--- config.mk ---
export PLATFORM = sky130hd
export DESIGN_NAME = button_debounce_event_gen_unit
export DESIGN_NICKNAME = d
export VERILOG_FILES = /design/src/rtl/bdeg_pkg.sv /design/src/rtl/bdeg_ctrl.sv /design/src/rtl/bdeg_datapath.sv /design/src/rtl/button_debounce_event_gen_unit.sv
export SDC_FILE = /design/constraint.sdc
export NUM_CORES = 1
export LEC_CHECK = 0
export BUFFER_PORTS_ARGS = -buffer_cell sky130_fd_sc_hd__buf_2
export CAP_MARGIN = 20
export CORE_MARGIN = 1
export CORE_UTILIZATION = 50
export DETAILED_ROUTE_END_ITERATION = 7
export HOLD_SLACK_MARGIN = 0.08
export PLACE_DENSITY = 0.69
export SETUP_SLACK_MARGIN = 0.3
export SYNTH_ARGS = -nofsm -noshare
export SYNTH_HDL_FRONTEND = slang
export SYNTH_HIERARCHICAL = 1
export SYNTH_SLANG_ARGS = --single-unit
--- constraint.sdc ---
create_clock -name clk -period 11.3 [get_ports clk]
set_input_delay 0.565 -clock clk [delete_from_list [all_inputs] [get_ports clk]]
set_output_delay 0.565 -clock clk [all_outputs]
set_load 0.01 [all_outputs]
--- src/rtl/bdeg_pkg.sv ---
// ----------------------------------------------------------------------------
// bdeg_pkg: shared types and constants for the button debounce event unit
// Holds the button count, event and register codes, and the command and
// status words that pass between the controller and the datapath.
// ----------------------------------------------------------------------------
package bdeg_pkg;

    // Number of buttons on the port; only the first eight are ever handled
    localparam int BUTTON_COUNT = 8;
    localparam int BTN_N        = (BUTTON_COUNT < 8) ? BUTTON_COUNT : 8;
    localparam logic [2:0] LAST_IDX = 3'(BTN_N - 1);

    // Configuration register indexes
    localparam logic [2:0] REG_ACTIVE_LOW      = 3'd0;
    localparam logic [2:0] REG_DEBOUNCE_THRESH = 3'd1;
    localparam logic [2:0] REG_LONG_PRESS_TIME = 3'd2;
    localparam logic [2:0] REG_REPEAT_DELAY    = 3'd3;
    localparam logic [2:0] REG_REPEAT_INTERVAL = 3'd4;

    // Event kinds
    typedef enum logic [1:0] {
        EV_PRESS   = 2'd0,
        EV_RELEASE = 2'd1,
        EV_LONG    = 2'd2,
        EV_REPEAT  = 2'd3
    } ev_kind_t;

    // Which evaluation the datapath does for the current button
    typedef enum logic [1:0] {
        PH_SCAN   = 2'd0,
        PH_LONG   = 2'd1,
        PH_REPEAT = 2'd2,
        PH_NONE   = 2'd3
    } phase_t;

    // One event record
    typedef struct packed {
        ev_kind_t    kind;
        logic [2:0]  idx;
        logic [7:0]  mask;
        logic [31:0] stamp;
        logic [31:0] dur;
    } ev_t;

    // Controller to datapath
    typedef struct packed {
        logic       load;
        logic       step;
        logic       flush;
        phase_t     phase;
        logic [2:0] idx;
    } dp_cmd_t;

    // Datapath to controller
    typedef struct packed {
        logic evt;
        logic pend_valid;
        logic slot_free;
    } dp_stat_t;

endpackage

--- src/rtl/bdeg_ctrl.sv ---
// ----------------------------------------------------------------------------
// bdeg_ctrl: sequencer for the button debounce event unit
// Walks the buttons once for debounce, then once more for long press and
// repeat, and finally flushes the held-back word marked as the last one.
// ----------------------------------------------------------------------------
module bdeg_ctrl (
    input  logic                clk,
    input  logic                rst_n,
    input  logic                in_valid,
    output logic                in_stall,
    input  bdeg_pkg::dp_stat_t  stat,
    output bdeg_pkg::dp_cmd_t   cmd
);
    import bdeg_pkg::*;

    typedef enum logic [4:0] {
        ST_IDLE   = 5'b00001,
        ST_SCAN   = 5'b00010,
        ST_LONG   = 5'b00100,
        ST_REPEAT = 5'b01000,
        ST_FLUSH  = 5'b10000
    } state_t;

    state_t     state_reg, state_next;
    logic [2:0] idx_reg, idx_next;
    logic       proceed;

    // A step may commit unless it must push a pending word into a busy slot
    assign proceed  = !stat.evt || !stat.pend_valid || stat.slot_free;
    assign in_stall = (state_reg != ST_IDLE);

    // Next state and command
    always_comb
    begin
        state_next = state_reg;
        idx_next   = idx_reg;
        cmd.load   = 1'b0;
        cmd.step   = 1'b0;
        cmd.flush  = 1'b0;
        cmd.phase  = PH_NONE;
        cmd.idx    = idx_reg;
        case (state_reg)
            ST_IDLE:
            begin
                if (in_valid)
                begin
                    cmd.load   = 1'b1;
                    idx_next   = 3'd0;
                    state_next = ST_SCAN;
                end
            end
            ST_SCAN:
            begin
                cmd.phase = PH_SCAN;
                cmd.step  = proceed;
                if (proceed)
                begin
                    if (idx_reg == LAST_IDX)
                    begin
                        idx_next   = 3'd0;
                        state_next = ST_LONG;
                    end
                    else
                    begin
                        idx_next = idx_reg + 3'd1;
                    end
                end
            end
            ST_LONG:
            begin
                cmd.phase = PH_LONG;
                cmd.step  = proceed;
                if (proceed)
                begin
                    state_next = ST_REPEAT;
                end
            end
            ST_REPEAT:
            begin
                cmd.phase = PH_REPEAT;
                cmd.step  = proceed;
                if (proceed)
                begin
                    if (idx_reg == LAST_IDX)
                    begin
                        state_next = ST_FLUSH;
                    end
                    else
                    begin
                        idx_next   = idx_reg + 3'd1;
                        state_next = ST_LONG;
                    end
                end
            end
            ST_FLUSH:
            begin
                cmd.flush = stat.pend_valid && stat.slot_free;
                if (!stat.pend_valid || stat.slot_free)
                begin
                    state_next = ST_IDLE;
                end
            end
            default:
            begin
                state_next = ST_IDLE;
            end
        endcase
    end

    // State registers
    always_ff @(posedge clk or negedge rst_n)
    begin
        if (!rst_n)
        begin
            state_reg <= ST_IDLE;
            idx_reg   <= 3'd0;
        end
        else
        begin
            state_reg <= state_next;
            idx_reg   <= idx_next;
        end
    end

endmodule

--- src/rtl/bdeg_datapath.sv ---
// ----------------------------------------------------------------------------
// bdeg_datapath: per-button state, event evaluation and output staging
// Holds the configuration, the integrators and timing state of each button,
// one pending event word and the output register.
// ----------------------------------------------------------------------------
module bdeg_datapath (
    input  logic                clk,
    input  logic                rst_n,
    input  bdeg_pkg::dp_cmd_t   cmd,
    output bdeg_pkg::dp_stat_t  stat,
    input  logic                cfg_valid,
    input  logic [2:0]          cfg_index,
    input  logic [15:0]         cfg_data,
    input  logic [7:0]          btn_sample,
    input  logic [31:0]         sample_time,
    output logic                out_valid,
    input  logic                out_stall,
    output logic [1:0]          event_kind,
    output logic [2:0]          button_index,
    output logic [7:0]          held_mask,
    output logic [31:0]         event_time,
    output logic [31:0]         hold_duration,
    output logic                last_event
);
    import bdeg_pkg::*;

    // Configuration
    logic        active_low_reg;
    logic [7:0]  thresh_reg;
    logic [15:0] long_time_reg;
    logic [15:0] rpt_delay_reg;
    logic [15:0] rpt_interval_reg;

    // Sample and per-button state
    logic [7:0]  pressed_reg;
    logic [31:0] time_reg;
    logic [7:0]  integ_reg [8];
    logic [7:0]  held_reg;
    logic [7:0]  long_rep_reg;
    logic [31:0] press_time_reg [8];
    logic [31:0] next_rpt_reg [8];

    // Output staging
    ev_t         pend_reg;
    logic        pend_valid_reg;
    ev_t         out_reg;
    logic        out_last_reg;
    logic        out_valid_reg;

    // Step evaluation
    logic [2:0]  i;
    logic [7:0]  onehot;
    logic [7:0]  integ_cur;
    logic [8:0]  integ_up;
    logic [7:0]  integ_next;
    logic        is_press;
    logic        is_release;
    logic [31:0] dur;
    logic [31:0] rpt_diff;
    logic        is_long;
    logic        is_rpt;
    logic        evt;
    ev_t         new_ev;
    logic        load_out;

    assign i         = cmd.idx;
    assign onehot    = 8'd1 << i;
    assign integ_cur = integ_reg[i];
    assign integ_up  = {1'b0, integ_cur} + 9'd1;
    assign dur       = time_reg - press_time_reg[i];
    assign rpt_diff  = time_reg - next_rpt_reg[i];

    // Saturating integrator update
    always_comb
    begin
        if (pressed_reg[i])
        begin
            integ_next = (integ_up < {1'b0, thresh_reg}) ? integ_up[7:0] : thresh_reg;
        end
        else if (integ_cur != 8'd0)
        begin
            integ_next = integ_cur - 8'd1;
        end
        else
        begin
            integ_next = integ_cur;
        end
    end

    assign is_press   = !held_reg[i] && (integ_next >= thresh_reg);
    assign is_release = held_reg[i] && (integ_next == 8'd0);
    assign is_long    = held_reg[i] && !long_rep_reg[i] && (dur >= {16'd0, long_time_reg});
    assign is_rpt     = held_reg[i] && (rpt_interval_reg != 16'd0) && !rpt_diff[31];

    // Select the event this step would produce
    always_comb
    begin
        evt          = 1'b0;
        new_ev.kind  = EV_PRESS;
        new_ev.idx   = i;
        new_ev.mask  = held_reg;
        new_ev.stamp = time_reg;
        new_ev.dur   = dur;
        case (cmd.phase)
            PH_SCAN:
            begin
                if (is_press)
                begin
                    evt         = 1'b1;
                    new_ev.kind = EV_PRESS;
                    new_ev.mask = held_reg | onehot;
                    new_ev.dur  = 32'd0;
                end
                else if (is_release)
                begin
                    evt         = 1'b1;
                    new_ev.kind = EV_RELEASE;
                    new_ev.mask = held_reg & ~onehot;
                end
            end
            PH_LONG:
            begin
                evt         = is_long;
                new_ev.kind = EV_LONG;
            end
            PH_REPEAT:
            begin
                evt         = is_rpt;
                new_ev.kind = EV_REPEAT;
            end
            default:
            begin
                evt = 1'b0;
            end
        endcase
    end

    assign stat.evt        = evt;
    assign stat.pend_valid = pend_valid_reg;
    assign stat.slot_free  = !out_valid_reg || !out_stall;

    // Push the pending word out when a newer one arrives or at the flush
    assign load_out = (cmd.step && evt && pend_valid_reg) || cmd.flush;

    // Configuration writes
    always_ff @(posedge clk or negedge rst_n)
    begin
        if (!rst_n)
        begin
            active_low_reg   <= 1'b1;
            thresh_reg       <= 8'd3;
            long_time_reg    <= 16'd1000;
            rpt_delay_reg    <= 16'd500;
            rpt_interval_reg <= 16'd100;
        end
        else if (cfg_valid)
        begin
            case (cfg_index)
                REG_ACTIVE_LOW:      active_low_reg   <= cfg_data[0];
                REG_DEBOUNCE_THRESH: thresh_reg       <= cfg_data[7:0];
                REG_LONG_PRESS_TIME: long_time_reg    <= cfg_data;
                REG_REPEAT_DELAY:    rpt_delay_reg    <= cfg_data;
                REG_REPEAT_INTERVAL: rpt_interval_reg <= cfg_data;
                default:
                begin
                end
            endcase
        end
    end

    // Button control state
    always_ff @(posedge clk or negedge rst_n)
    begin
        if (!rst_n)
        begin
            for (int k = 0; k < 8; k++)
            begin
                integ_reg[k] <= 8'd0;
            end
            held_reg     <= 8'd0;
            long_rep_reg <= 8'd0;
        end
        else if (cmd.step)
        begin
            case (cmd.phase)
                PH_SCAN:
                begin
                    integ_reg[i] <= integ_next;
                    if (is_press)
                    begin
                        held_reg[i]     <= 1'b1;
                        long_rep_reg[i] <= 1'b0;
                    end
                    else if (is_release)
                    begin
                        held_reg[i]     <= 1'b0;
                        long_rep_reg[i] <= 1'b0;
                    end
                end
                PH_LONG:
                begin
                    if (is_long)
                    begin
                        long_rep_reg[i] <= 1'b1;
                    end
                end
                default:
                begin
                end
            endcase
        end
    end

    // Sample capture and timing state
    always_ff @(posedge clk)
    begin
        if (cmd.load)
        begin
            pressed_reg <= active_low_reg ? ~btn_sample : btn_sample;
            time_reg    <= sample_time;
        end
        if (cmd.step && (cmd.phase == PH_SCAN) && is_press)
        begin
            press_time_reg[i] <= time_reg;
            next_rpt_reg[i]   <= time_reg + {16'd0, rpt_delay_reg};
        end
        if (cmd.step && (cmd.phase == PH_REPEAT) && is_rpt)
        begin
            next_rpt_reg[i] <= time_reg + {16'd0, rpt_interval_reg};
        end
    end

    // Pending and output valid flags
    always_ff @(posedge clk or negedge rst_n)
    begin
        if (!rst_n)
        begin
            pend_valid_reg <= 1'b0;
            out_valid_reg  <= 1'b0;
        end
        else
        begin
            if (cmd.step && evt)
            begin
                pend_valid_reg <= 1'b1;
            end
            else if (cmd.flush)
            begin
                pend_valid_reg <= 1'b0;
            end
            if (load_out)
            begin
                out_valid_reg <= 1'b1;
            end
            else if (!out_stall)
            begin
                out_valid_reg <= 1'b0;
            end
        end
    end

    // Pending and output words
    always_ff @(posedge clk)
    begin
        if (cmd.step && evt)
        begin
            pend_reg <= new_ev;
        end
        if (load_out)
        begin
            out_reg      <= pend_reg;
            out_last_reg <= cmd.flush;
        end
    end

    assign out_valid     = out_valid_reg;
    assign event_kind    = out_reg.kind;
    assign button_index  = out_reg.idx;
    assign held_mask     = out_reg.mask;
    assign event_time    = out_reg.stamp;
    assign hold_duration = out_reg.dur;
    assign last_event    = out_last_reg;

endmodule

--- src/rtl/button_debounce_event_gen_unit.sv ---
// ----------------------------------------------------------------------------
// button_debounce_event_gen_unit: debounced button events with long press
// Top level joining the sequencer and the datapath.
// ----------------------------------------------------------------------------
// Takes one 8-button port sample with its millisecond timestamp when in_stall
// is low, and emits its press, release, long-press and repeat events as a
// stream of words on the output channel, the final word of a sample marked by
// last_event. A sample occupies the unit through one capture step, the debounce
// scan of the eight buttons (one button a cycle unless a stalled output holds
// the step), the long-press and repeat checks (two steps a button) and one
// step to flush the last word; output stalls add to that. The sample rate
// is bound by this sequencer walking the buttons through the one shared
// evaluation unit. Configuration writes are taken at any time (cfg_ready is
// always high) but belong in idle periods.
// ----------------------------------------------------------------------------
module button_debounce_event_gen_unit (
    input  logic        clk,
    input  logic        rst_n,
    input  logic        cfg_valid,
    output logic        cfg_ready,
    input  logic [2:0]  cfg_index,
    input  logic [15:0] cfg_data,
    input  logic        in_valid,
    output logic        in_stall,
    input  logic [7:0]  btn_sample,
    input  logic [31:0] sample_time,
    output logic        out_valid,
    input  logic        out_stall,
    output logic [1:0]  event_kind,
    output logic [2:0]  button_index,
    output logic [7:0]  held_mask,
    output logic [31:0] event_time,
    output logic [31:0] hold_duration,
    output logic        last_event
);
    import bdeg_pkg::*;

    dp_cmd_t  cmd;
    dp_stat_t stat;

    assign cfg_ready = 1'b1;

    // Sequencer
    bdeg_ctrl u_ctrl (
        .clk      (clk),
        .rst_n    (rst_n),
        .in_valid (in_valid),
        .in_stall (in_stall),
        .stat     (stat),
        .cmd      (cmd)
    );

    // Datapath
    bdeg_datapath u_datapath (
        .clk           (clk),
        .rst_n         (rst_n),
        .cmd           (cmd),
        .stat          (stat),
        .cfg_valid     (cfg_valid),
        .cfg_index     (cfg_index),
        .cfg_data      (cfg_data),
        .btn_sample    (btn_sample),
        .sample_time   (sample_time),
        .out_valid     (out_valid),
        .out_stall     (out_stall),
        .event_kind    (event_kind),
        .button_index  (button_index),
        .held_mask     (held_mask),
        .event_time    (event_time),
        .hold_duration (hold_duration),
        .last_event    (last_event)
    );

endmodule
Word-level counts from Yosys, hierarchy flattened --
Memory sizes are Yosys's and may differ from the RTL's. Index checks and enable logic that the tools add are counted.
Storage, ports and cells: flip-flop bits (word level) 342, bits in writable memories 512, input port bits 64, logic and storage cells 193, output and inout bits 81, memories kept 2
Operators by class: bitwise logic cells 11, shift operators 1, equality and inequality tests 23, multiplexer cells 63, $lt $le $gt $ge 7, reductions and logical operators 47, add/subtract/negate cells 7
Memory list:
- u_datapath.next_rpt_reg | depth 8, width 32, rd ports 1, clocked after memory_dff 0, wr ports 1, RTL line bdeg_datapath.sv:41 | logic [31:0] next_rpt_reg [8];
- u_datapath.press_time_reg | depth 8, width 32, rd ports 1, clocked after memory_dff 0, wr ports 1, RTL line bdeg_datapath.sv:40 | logic [31:0] press_time_reg [8];
Operator list (count):
- 8-bit two-way mux | 15
- 32-bit two-way mux | 3
- 32-bit by 16-bit adder with 32-bit output | 2
- 64-bit bitwise mux | 1
- 32-bit subtractor | 2
- 5-bit two-way mux | 7
- 32-bit by 16-bit >= comparator with 1-bit output | 1
- 5-bit one-hot mux with 5 select lines | 1
- 8-bit AND | 3
- 8-bit binary-select mux with 3-bit select | 1
- 8-bit demux with 3-bit select | 1
- 8-bit inverter | 3
- 8-bit OR | 3
- 1-bit two-way mux | 19
- 8-bit one-hot mux with 2 select lines | 1
- 16-bit nonzero test | 1
- 1-bit logical AND | 15
- 3-bit two-way mux | 5
- 2-bit by 1-bit inequality test with 1-bit output, second input constant | 7
- 2-bit one-hot mux with 3 select lines | 2
- 2-bit AND reduction | 6
- 8-bit by 1-bit adder with 9-bit output, second input constant | 1
- 1-bit binary-select mux with 3-bit select | 3
- 9-bit by 8-bit < comparator with 1-bit output | 1
- 40 further kinds | 55

Logic depth before layout (Yosys ltp) --
word-level depth 22, mapped depth 51, mapped depth without buffers 44

Hierarchy --
The synthesis kept the hierarchy.
By module, submodules not included:
- bdeg_datapath | area an instance 36617.6 µm², sequential area each 24731.2 µm², cells an instance 2258, times used 1
- bdeg_ctrl | area an instance 649.4 µm², sequential area each 201.4 µm², cells an instance 70, times used 1
- button_debounce_event_gen_unit | area an instance 11.3 µm², sequential area each 0.0 µm², cells an instance 2, times used 1

Worst setup path after synthesis --
No wires, ideal clock.
kind reg-to-reg, from register u_ctrl.idx_reg[0], to memory u_datapath.next_rpt_reg[0][20] (data pin), stages on the path, launching flop included 44, setup time 223 ps, data required time 11077 ps, path buffers 8, path slack 391 ps, arrival 10686 ps, clock period less this slack 10909 ps, cell sequence dfrtp_1 > buf_2 > buf_2 > clkbuf_1 > buf_1 > buf_1 > mux4_2 > mux2i_1 > ha_1 > o211ai_1 > a21oi_1 > o311ai_0 > nand2_1 > xor2_1 > ha_1 > a21o_1 > a21o_1 > a221oi_1 > [8 not listed] > and3b_1 > nor2_1 > and3_1 > clkbuf_1 > mux2_2 > ha_1 > fa_1 > a21o_1 > a21oi_1 > o21bai_1 > a21oi_1 > o21bai_1 > a41o_1 > or4_1 > a31o_2 > a21oi_1 > nor2_1 > xor2_1
RTL lines:
- start: declaration | RTL line bdeg_ctrl.sv:25 | logic [2:0] idx_reg, idx_next;
- start signal: assignment | RTL line bdeg_ctrl.sv:121 | idx_reg <= idx_next;
- end: declaration | RTL line bdeg_datapath.sv:41

==> results.md <==
* Top cell by count, worst path: a21o_1
* Die Y-Extent at 275 um
* Worst-Skew Late Latency at 660 ps
* Cell type with the largest total area after synthesis: edfxtp_1
* Tot Pwr at 10.6 mW
* Yosys cell types at 91
* R2R setup slack at 690 ps
* Maximum clock frequency at 94.3 MHz
* Buf+Inv Stages, Crit Path at 6
* Power Internal at 7.02 mW
* CTS buffer count at 87
* Hpwl dp at 58.4 mm
* LEAKAGE at 15.4 nW
* H-Tree Level Count at 3
* CP Launch Type: register
* FF-to-FF Start: u_ctrl/idx_reg[1]$_DFFE_PN0P_
* Clock network power share at 28.4%
* Logic pwr share at 35.1%
* Final Cell Area at 43200 um2
* Rel. slew slack at 32.6%
* DP Worst Slack at -329 ps
* Fin crit share at 93.9%
* Mapped Area at 37300 um2
* HP Class: input port to register
* Largest net degree at the start of global routing at 146
* Area Growth Syn to Fin at 16.0%
* Row count at 99
* Hold depth at 2
* Global placer's final weighted congestion at 0.892
* Min-Delay Endpoint: u_ctrl/state_reg[0]$_DFFE_PN1P_
* Layout Nets at 2773
* Most used flip-flop cell after synthesis: edfxtp_1
* Clock skew at 41.8 ps
* Initial antenna violation count at 5
* Sw frac at 34.0%
* HP Start: in_valid
* PwrDens at 246 nW/um2
* DRC Markers at 15
* Ys async rst share at 17.2%
* Clock-pin slew on the worst setup and hold paths at 60 ps
* Placed cells at 3413
* DRT Pass-1 Iters at 7
* Die X at 275 um
* Remaining Overflow, GRT at 0
* Num Clock Sinks at 854
* Total Wirelength at 92.3 mm
* Layout cells sized above 1 at 25.2%
* CTS Buffer Depth at 3
* Final hold vios at 0
* Synthesized Nets at 2513
* Final Core Density at 59.0%
* Fin Hold WS at 112 ps
* GR Util All Layers at 24.4%
* Critical Path AT at 11000 ps
* Placed instance area at 39500 um2
* Min Tclk post-route at 10610 ps
* CP Class: register to register
* Peak VDD IR at 0.160 mV
* Root Buffer: clkbuf_16
* Status: complete, but fails checks
* Final cell count without fillers at 3623
* Worst-margin pin slew at 1010 ps
* RR Endpoint: u_datapath/next_rpt_reg[1][18]$_DFFE_PP_
* Crit path largest cell delay at 530 ps
* FF-to-FF path depth at 47
* Die area at 75700 um2
* Total number of vias at 21700
* Cells after synthesis at 2330
* Net switching power at 3.62 mW
* Setup crit end kind: register
* Yosys Warn Count at 6
* Vias in the first global route at 21400
* RSZ-0062 raised after global routing: no
* Seq/Total Area, Yosys at 66.9%
* Slowest CP cell: dfrtp_4
* First-pass GRT wire length at 135 mm
* Critical Path Fanout Max at 16
* Number of synthesized flops with an enable pin at 707
* Via density at 5.98
* Synth area leaders: edfxtp_1 57%, dfrtp_1 8.6%, mux4_2 8.2%, ha_1 3.9%, mux2i_1 2.6%
* Routed len/inst at 25.5 um
* Critical Path RT at 11700 ps
* IO Pins at 145
* Syn avg cell area at 16.0 um2
* Top cell type's share of synthesized area at 57.0%
* Setup TNS at 0 ps
* Seq cells post-synth at 854
* Post-route ant nets at 0
* Failing checks: design-rule violations
* CP top delay family: compound AO/OA/AOI/OAI gates
* Initial core utilization at 50.8%
* Max-slew violation count at 0
* Worst Setup Slack, final at 692 ps
* Core ar. at 73300 um2
* Final setup viols at 0
* Buffers on Ports at 143
* Max_cap viols at 0
* CTS tree: built
* Sequential fraction of design power at 36.4%
* Initial DRC Count at 2203
==> placed cells by master (no fill, tap or decap), types with 13 or more instances in the layout <==
cell type,instances
inv_1,55
nand4_1,17
nand2_1,160
nor2_1,80
xnor2_1,35
xor2_1,24
o21a_1,14
buf_2,142
o21ai_0,113
buf_4,86
mux4_2,135
dlygate4sd3_1,31
a21oi_1,61
a21o_1,38
and3_1,17
o211ai_1,15
nor3_1,24
ha_1,117
nor2b_1,37
nand3_1,41
dfrtp_1,125
clkbuf_16,88
dfstp_2,19
bufinv_16,13
edfxtp_1,707
clkbuf_1,17
nand2b_1,14
mux2_2,65
mux2i_1,94
clkinv_2,13
==> synth_stat cells (all sizes together), types with 8 or more instances <==
master  instances
o211ai         17
xor2           31
a211o          10
and4            8
nand3          43
mux2           67
nor2b          41
xnor2          42
a21o           39
dfstp          19
a21oi          65
clkbuf         61
inv            55
ha            117
dfrtp         128
edfxtp        707
buf            36
nor3           30
nand2         161
a31oi          11
mux2i          96
nand4          18
mux4          135
nor2           95
a211oi          8
and2           12
and3           18
o21ai         116
nand2b         14
nor4           11
o21a           14
==> area by class of cell <==
class	count	area, um2
Sequential cell	854	24900
Multi-Input combinational cell	1324	12000
Clock buffer	113	2360
Inverter	55	206
Antenna cell	1	2.50
Timing Repair Buffer	268	1820
Fill cell	5547	30100
Tap cell	959	1200
Clock inverter	49	684
==> timing repair <==
action	4_1_cts	5_1_grt
setup buffers	3	12
cloned	0	1
resized for setup	15	29
pin swaps	1	6
hold buffers	31	0
hold endpoints to repair	100	0
setup endpoints to repair	128	144
==> power by group through the flow <==
stage	Sequential (mW)	Combinational, mW	Clock [mW]
3_3_place_gp	3.94	3.51	0
2_1_floorplan	3.91	2.41	0
3_5_place_dp	3.95	3.55	0
4_1_cts	3.88	3.60	3.07
6_report	3.88	3.74	3.02
5_1_grt	3.89	4.06	3.19
==> cell families after synthesis <==
family	after synthesis	synth area share, %
AO/OA/AOI/OAI	356	6.39
XOR/XNOR	73	1.72
adder cells (fa/ha/maj)	119	4.03
buffers and inverters	152	1.81
flip-flops	854	66.9
multiplexers	298	12.8
other	1	0.0101
AND/OR/NAND/NOR	477	6.39
==> routing by layer <==
metal / vias up / part of all wire, % / global-route usage, %
met5: - / 0 / 0
met3: 124 / 6.9 / 4.29
met2: 785 / 48 / 38.9
li1: 9613 / - / -
met1: 11200 / 43 / 34.5
met4: 0 / 2.3 / 7.02
==> worst max path at each step <==
stage | start | end | cells past startpoint
final | u_ctrl/idx_reg[1]$_DFFE_PN0P_ | u_datapath/next_rpt_reg[1][18]$_DFFE_PP_ | 47
after global routing | u_ctrl/idx_reg[1]$_DFFE_PN0P_ | u_datapath/next_rpt_reg[1][18]$_DFFE_PP_ | 48
after CTS | u_ctrl/idx_reg[1]$_DFFE_PN0P_ | u_datapath/next_rpt_reg[1][18]$_DFFE_PP_ | 47
after detailed placement | u_ctrl/idx_reg[1]$_DFFE_PN0P_ | u_datapath/next_rpt_reg[2][20]$_DFFE_PP_ | 45
after global placement | u_ctrl/idx_reg[1]$_DFFE_PN0P_ | u_datapath/next_rpt_reg[0][28]$_DFFE_PP_ | 45
after floorplan | u_ctrl/idx_reg[0]$_DFFE_PN0P_ | u_datapath/next_rpt_reg[0][20]$_DFFE_PP_ | 43
Power figures use the tool's default switching activity.
